### src/rtl/dba_pkg.sv
// Shared constants and control types for the dual bitmap allocator.
package dba_pkg;

    localparam int MAP_BITS_DEF = 4096;
    localparam int WORD_BITS    = 32;
    localparam int INDEX_LIMIT  = 4096;
    localparam int MODE_W       = 2;
    localparam int INDEX_W      = 12;

    localparam logic [MODE_W-1:0] MODE_USE  = 2'd0;
    localparam logic [MODE_W-1:0] MODE_FREE = 2'd1;
    localparam logic [MODE_W-1:0] MODE_FIND = 2'd2;

    typedef struct packed {
        logic clr;        // zero one word of both maps at the counter
        logic capture;    // take the input transfer
        logic rd_idx;     // read the word that holds the marked index
        logic scan_issue; // read the next word of the scan
        logic wr_mod;     // write back the marked word
        logic res_ok;     // pending result: index 0, status ok
        logic res_scan;   // pending result from the evaluated scan word
        logic load_out;   // move pending result to the output register
    } cmd_t;

    typedef struct packed {
        logic              cnt_last;
        logic              eval_valid;
        logic              hit;
        logic              eval_last;
        logic [MODE_W-1:0] mode;
    } sts_t;

endpackage

### src/rtl/dba_ctrl.sv
// Controller state machine of the dual bitmap allocator.
module dba_ctrl (
    input  logic          aclk,
    input  logic          aresetn,
    input  logic          s_tvalid,
    output logic          s_tready,
    output logic          m_tvalid,
    input  logic          m_tready,
    input  dba_pkg::sts_t sts,
    output dba_pkg::cmd_t cmd
);

    localparam logic [2:0] ST_CLR  = 3'd0;
    localparam logic [2:0] ST_IDLE = 3'd1;
    localparam logic [2:0] ST_DISP = 3'd2;
    localparam logic [2:0] ST_SCAN = 3'd3;
    localparam logic [2:0] ST_MWR  = 3'd4;
    localparam logic [2:0] ST_FIN  = 3'd5;

    logic [2:0] state_reg, state_next;
    logic       m_tvalid_reg, m_tvalid_next;

    assign s_tready = (state_reg == ST_IDLE);
    assign m_tvalid = m_tvalid_reg;

    always_comb begin
        state_next    = state_reg;
        m_tvalid_next = m_tvalid_reg;
        cmd           = '0;
        if (m_tvalid_reg && m_tready) begin
            m_tvalid_next = 1'b0;
        end
        case (state_reg)
            ST_CLR: begin
                cmd.clr = 1'b1;
                if (sts.cnt_last) begin
                    state_next = ST_IDLE;
                end
            end
            ST_IDLE: begin
                if (s_tvalid) begin
                    cmd.capture = 1'b1;
                    state_next  = ST_DISP;
                end
            end
            ST_DISP: begin
                case (sts.mode)
                    dba_pkg::MODE_USE, dba_pkg::MODE_FREE: begin
                        cmd.rd_idx = 1'b1;
                        state_next = ST_MWR;
                    end
                    dba_pkg::MODE_FIND: begin
                        state_next = ST_SCAN;
                    end
                    default: begin
                        cmd.res_ok = 1'b1;
                        state_next = ST_FIN;
                    end
                endcase
            end
            ST_SCAN: begin
                cmd.scan_issue = 1'b1;
                if (sts.eval_valid && (sts.hit || sts.eval_last)) begin
                    cmd.res_scan = 1'b1;
                    state_next   = ST_FIN;
                end
            end
            ST_MWR: begin
                cmd.wr_mod = 1'b1;
                cmd.res_ok = 1'b1;
                state_next = ST_FIN;
            end
            ST_FIN: begin
                // hold until the previous result has been taken
                if (!m_tvalid_reg || m_tready) begin
                    cmd.load_out  = 1'b1;
                    m_tvalid_next = 1'b1;
                    state_next    = ST_IDLE;
                end
            end
            default: begin
                state_next = ST_CLR;
            end
        endcase
    end

    always_ff @(posedge aclk) begin
        if (!aresetn) begin
            state_reg    <= ST_CLR;
            m_tvalid_reg <= 1'b0;
        end else begin
            state_reg    <= state_next;
            m_tvalid_reg <= m_tvalid_next;
        end
    end

    a_one_item: assert property (@(posedge aclk) disable iff (!aresetn)
        s_tvalid && s_tready |=> !s_tready)
        else $error("second item accepted while one is in flight");

    a_clear_once: assert property (@(posedge aclk) disable iff (!aresetn)
        state_reg != ST_CLR |=> state_reg != ST_CLR)
        else $error("clearing pass re-entered without reset");

    a_load_free: assert property (@(posedge aclk) disable iff (!aresetn)
        cmd.load_out |-> (!m_tvalid_reg || m_tready))
        else $error("output register overwritten while still held");

endmodule

### config.mk
export PLATFORM = sky130hd
export DESIGN_NAME = dba_ctrl
export DESIGN_NICKNAME = d
export VERILOG_FILES = /design/src/rtl/dba_pkg.sv /design/src/rtl/dba_ctrl.sv
export SDC_FILE = /design/constraint.sdc
export NUM_CORES = 1
export LEC_CHECK = 0
export ABC_AREA = 1
export BUFFER_PORTS_ARGS = -buffer_cell sky130_fd_sc_hd__buf_2
export CORE_AREA = 2 2 39 41
export CTS_CLUSTER_SIZE = 20
export DETAILED_ROUTE_END_ITERATION = 6
export DIE_AREA = 0 0 41 43
export SLEW_MARGIN = 20
export SYNTH_ARGS = -nofsm -noshare
export SYNTH_HDL_FRONTEND = slang
export SYNTH_SLANG_ARGS = --single-unit
### constraint.sdc
create_clock -name aclk -period 1.2 [get_ports aclk]
set_input_delay 0.12 -clock aclk [delete_from_list [all_inputs] [get_ports aclk]]
set_output_delay 0.12 -clock aclk [all_outputs]
set_load 0.01 [all_outputs]
* Yosys cells after proc, flatten, opt, wreduce, memory -nomap -nowiden
Index checks and enable logic that the tools add are counted.
Word-level totals: bits of input ports 10, logic and storage cells 45, output and inout bits 10, register bits after elaboration 4
Cells by class: eq/ne operators 11, reduce and logical (&&, ||, !) cells 10, muxes and demuxes 22
Operators by type and width (count):
- $pmux W3 S6 | 1
- $mux W1 | 15
- $mux W3 | 4
- $ne A2 B2 Y1 const B | 4
- $eq A3 B2 Y1 const B | 2
- $eq A3 B3 Y1 const B | 2
- $pmux W3 S2 | 1
- $reduce_and A4 Y1 | 1
- $eq A3 B1 Y1 const B | 1
- $logic_not A3 Y1 | 1
- $reduce_or A3 Y1 | 1
- $eq A2 B1 Y1 const B | 1
- $eq A2 B2 Y1 const B | 1
- $logic_and A1 B1 Y1 | 2
- $logic_not A2 Y1 | 1
- $logic_or A1 B1 Y1 | 2
- $pmux W1 S2 | 1
- $reduce_or A2 Y1 | 1
- $logic_not A1 Y1 | 1

* Depth between registers and ports, before layout
depth in word-level cells 4, mapped depth 9, gate-level depth less buffers 8

* Worst setup path before layout
Ideal clock, no wire load.
kind flip-flop to flip-flop, from register state_reg[0], to register state_reg[0], clock period less this slack 1.052 ns, arrival time 0.930 ns, path slack 0.148 ns, stages on the path, launching flop included 9, data required time 1.078 ns, library setup time 0.122 ns, buffers on the path 1, cells stage by stage dfxtp_1 -> buf_6 -> nand2_4 -> nor2_4 -> nand2_1 -> nand2_2 -> nor2_4 -> nand2_1 -> a21oi_2
On the way: cells in the longest elaborated chain, start to end 3, elaborated cells on any way between the ends 12, those cells by class eq/ne (9); mux (1); reduce/logical (2)
Ends and longest elaborated chain:
- from (decl) | line dba_ctrl.sv:20 | logic [2:0] state_reg, state_next;
- from (signal assigned) | line dba_ctrl.sv:92 | state_reg <= state_next;
- $eq A3 B3 Y1 (tied with other cells) | line dba_ctrl.sv:33 | case (state_reg)
- $ne A2 B2 Y1 (no source line)
- $reduce_and A4 Y1 (no source line)
Several ways; a longest one is shown, not always the timed one. A chain may end at the register's enable or synchronous reset.

==> out/qor.csv <==
metric,value,unit
DP Area,570.5,µm²
number of port buffers,19,
final worst path period share,1.076,
initial DRC count,6,
pin count of the biggest net entering global routing,9,
RR Endpoint,state_reg[0],
Clock transition at path regs,0.03,ns
sequential area share after synthesis,0.1823,
critical path endpoint category,output pin,
final wirelength,1051,µm
Final min period,1.292,ns
CP Class,reg2out,
io pins,20,
Rel. slew slack,0.7835,
reg-to-reg critical path startpoint,state_reg[0],
Clock Tree Buf Depth,2,
GRT Total Usage,0.1354,
"EDFF count, synth",0,
top post-synthesis cells by count,"11 x nand2_1, 11 x nor2_1, 7 x inv_1",
Hold Crit Class,in2reg,
Syn Nets,76,
reg2reg path depth,7,
slowest CP cell,dfxtp_2,
Reg2Reg Setup Slack,0.01,ns
M1 wire length,409,µm
"area leader, netlist",dfxtp_1,
critical path launch point type,flip-flop,
uppermost routed layer,met4,
area share of the largest cell type after synthesis,0.1823,
CTS tree,built,
crit-path leading delay family,flip-flops,
max_cap viols,0,
final antenna-violating net count,0,
GRT overflow,0,
Std-Cell Rows,14,
Fin Clk Skew,0.002521,ns
vias in the first global route,438,
peak supply drop,1.041,mV
first-pass GRT wire length,1614,µm
via count,515,
Worst Hold Path Cells,3,
Die Wd,41,µm
antenna cells,0,
Synth area leaders,"dfxtp_1 18%, nand2_4 10%, nor2_4 10%",
Final WS setup,-0.09159,ns
cell area after layout,666.9,µm²
First-pass DRT Iterations,4,
Critical Path Start,state_reg[2],
synthesized area,439.2,µm²
# DRC,0,
vias per inst,4.725,
layout cells sized above 1,0.5914,
pwr dens,2646,nW/µm²
wire per inst,9.642,µm
met2 wire len,578,µm
area delta synth->final,51.85,%
Initial Utilization,0.3174,
Die Area,1763,µm²
synthesized netlist cell count,66,
Hold EP,state_reg[1],
Die Ht,43,µm
CP Depth,6,
worst-path fanout max,6,
clk sink count,4,
Worst-Skew Late Latency,0.23,ns
final core utilization,0.4819,
root buffer cell,clkbuf_4,
"Hold Violations, Final",0,
power after layout,1.764,mW
dominant synthesized flop cell,dfxtp_1,
Yosys cell types,18,
CP arrival,1.17,ns
met3 WL,41,µm
CP peak stage delay,0.33,ns
max FFs per register,3,
Std-Cell Core Area,1384,µm²
Max Clock Freq,774.2,MHz
Final #Nets,105,
CTS Buf Count,3,
Crit path top cell by count,buf_6,
hpwl dp,777.5,µm
WP data required,1.08,ns
status,"finished, violations left",
# setup viols final,2,
failing checks,setup timing,
Max Slew Vio Count,0,
Hold Slack,0.1352,ns
synthesis warning total,0,
Slew @ Worst Pin,0.3213,ns
crit path cell chain,buf_6 -> inv_8 -> nand2_4 -> nor2_4 -> a31o_4 -> buf_6,
Yosys reg bits,4,
"Avg Cell Area, Syn",6.654,µm²
Post-synth ARST share,0,
routability-driven placement congestion ratio,0.8208,
Buffers & Inverters on Critical Path,3,
Max H-tree Level,1,
Setup TNS,-0.1337,ns
antenna violations before repair,0,
HP Start,aresetn,
Fillers,146,
Leakage,0.3687,nW
RSZ-0062 raised after global routing,true,
worst min-delay path, stage by stage:
cell and delay (ns):
buf_2 0.11, nand2_1 0.06, nor2_1 0.03
metal layers:
metal  vias up  track usage
li1        261            -
met1       236       0.1506
met2        16       0.1969
met3         2      0.04712
met4         0       0.1067
met5         -            0
power breakdown:
part / internal (mW) / leakage [nW] / switching (mW)
Clock: 0.112 / 0.0138 / 0.0504
Combinational: 0.619 / 0.321 / 0.750
Sequential: 0.197 / 0.0339 / 0.0364
through the flow:
stage | setup WS, ns | std cells
final | -0.09159 | 109
after global routing | -0.1386 | 109
after CTS | -0.09609 | 107
after detailed placement | 0.08639 | 103
after global placement | 0.07672 | 103
after floorplan | 0.1478 | 66
layout by cell type (no fill, tap or decap), drive strengths merged:
cell	synthesis	layout
buf	3	27
nand2	17	17
nor2	17	17
inv	10	10
o21ai	4	4
dfxtp	4	4
nor3	4	4
clkbuf	0	3
nand3	3	3
a21oi	3	3
a31o	1	1
area by class of cell:
| class | instances | area, µm² | area share |
|---|---|---|---|
| well taps | 16 | 20.02 | 0.03002 |
| clock buffers | 3 | 22.52 | 0.03377 |
| flip-flops and latches | 4 | 83.83 | 0.1257 |
| inverters | 10 | 45.04 | 0.06754 |
| repair buffers | 27 | 181.4 | 0.2720 |
| multi-input cells | 49 | 314.1 | 0.4709 |
worst max path at each step:
stage	slack, ns	end
finish	-0.09	cmd[2]
global route	-0.14	cmd[2]
CTS	-0.1	cmd[2]
detailed placement	0.09	state_reg[2]
global placement	0.08	state_reg[2]
floorplan	0.15	state_reg[0]
cell families after synthesis:
family          synth area share
buf+inv                   0.1681
flops                     0.1823
compound gates            0.1083
simple gates              0.5413
timing repair:
| action | in CTS | in global routing |
|---|---|---|
| gates resized for setup | 10 | 4 |
| pin swaps | 1 | 2 |
| endpoints found under the setup margin | 8 | 11 |
| setup buffers | 1 | 2 |
| hold buffers | 0 | 0 |
Note: power is estimated with default switching activity, not from simulation.
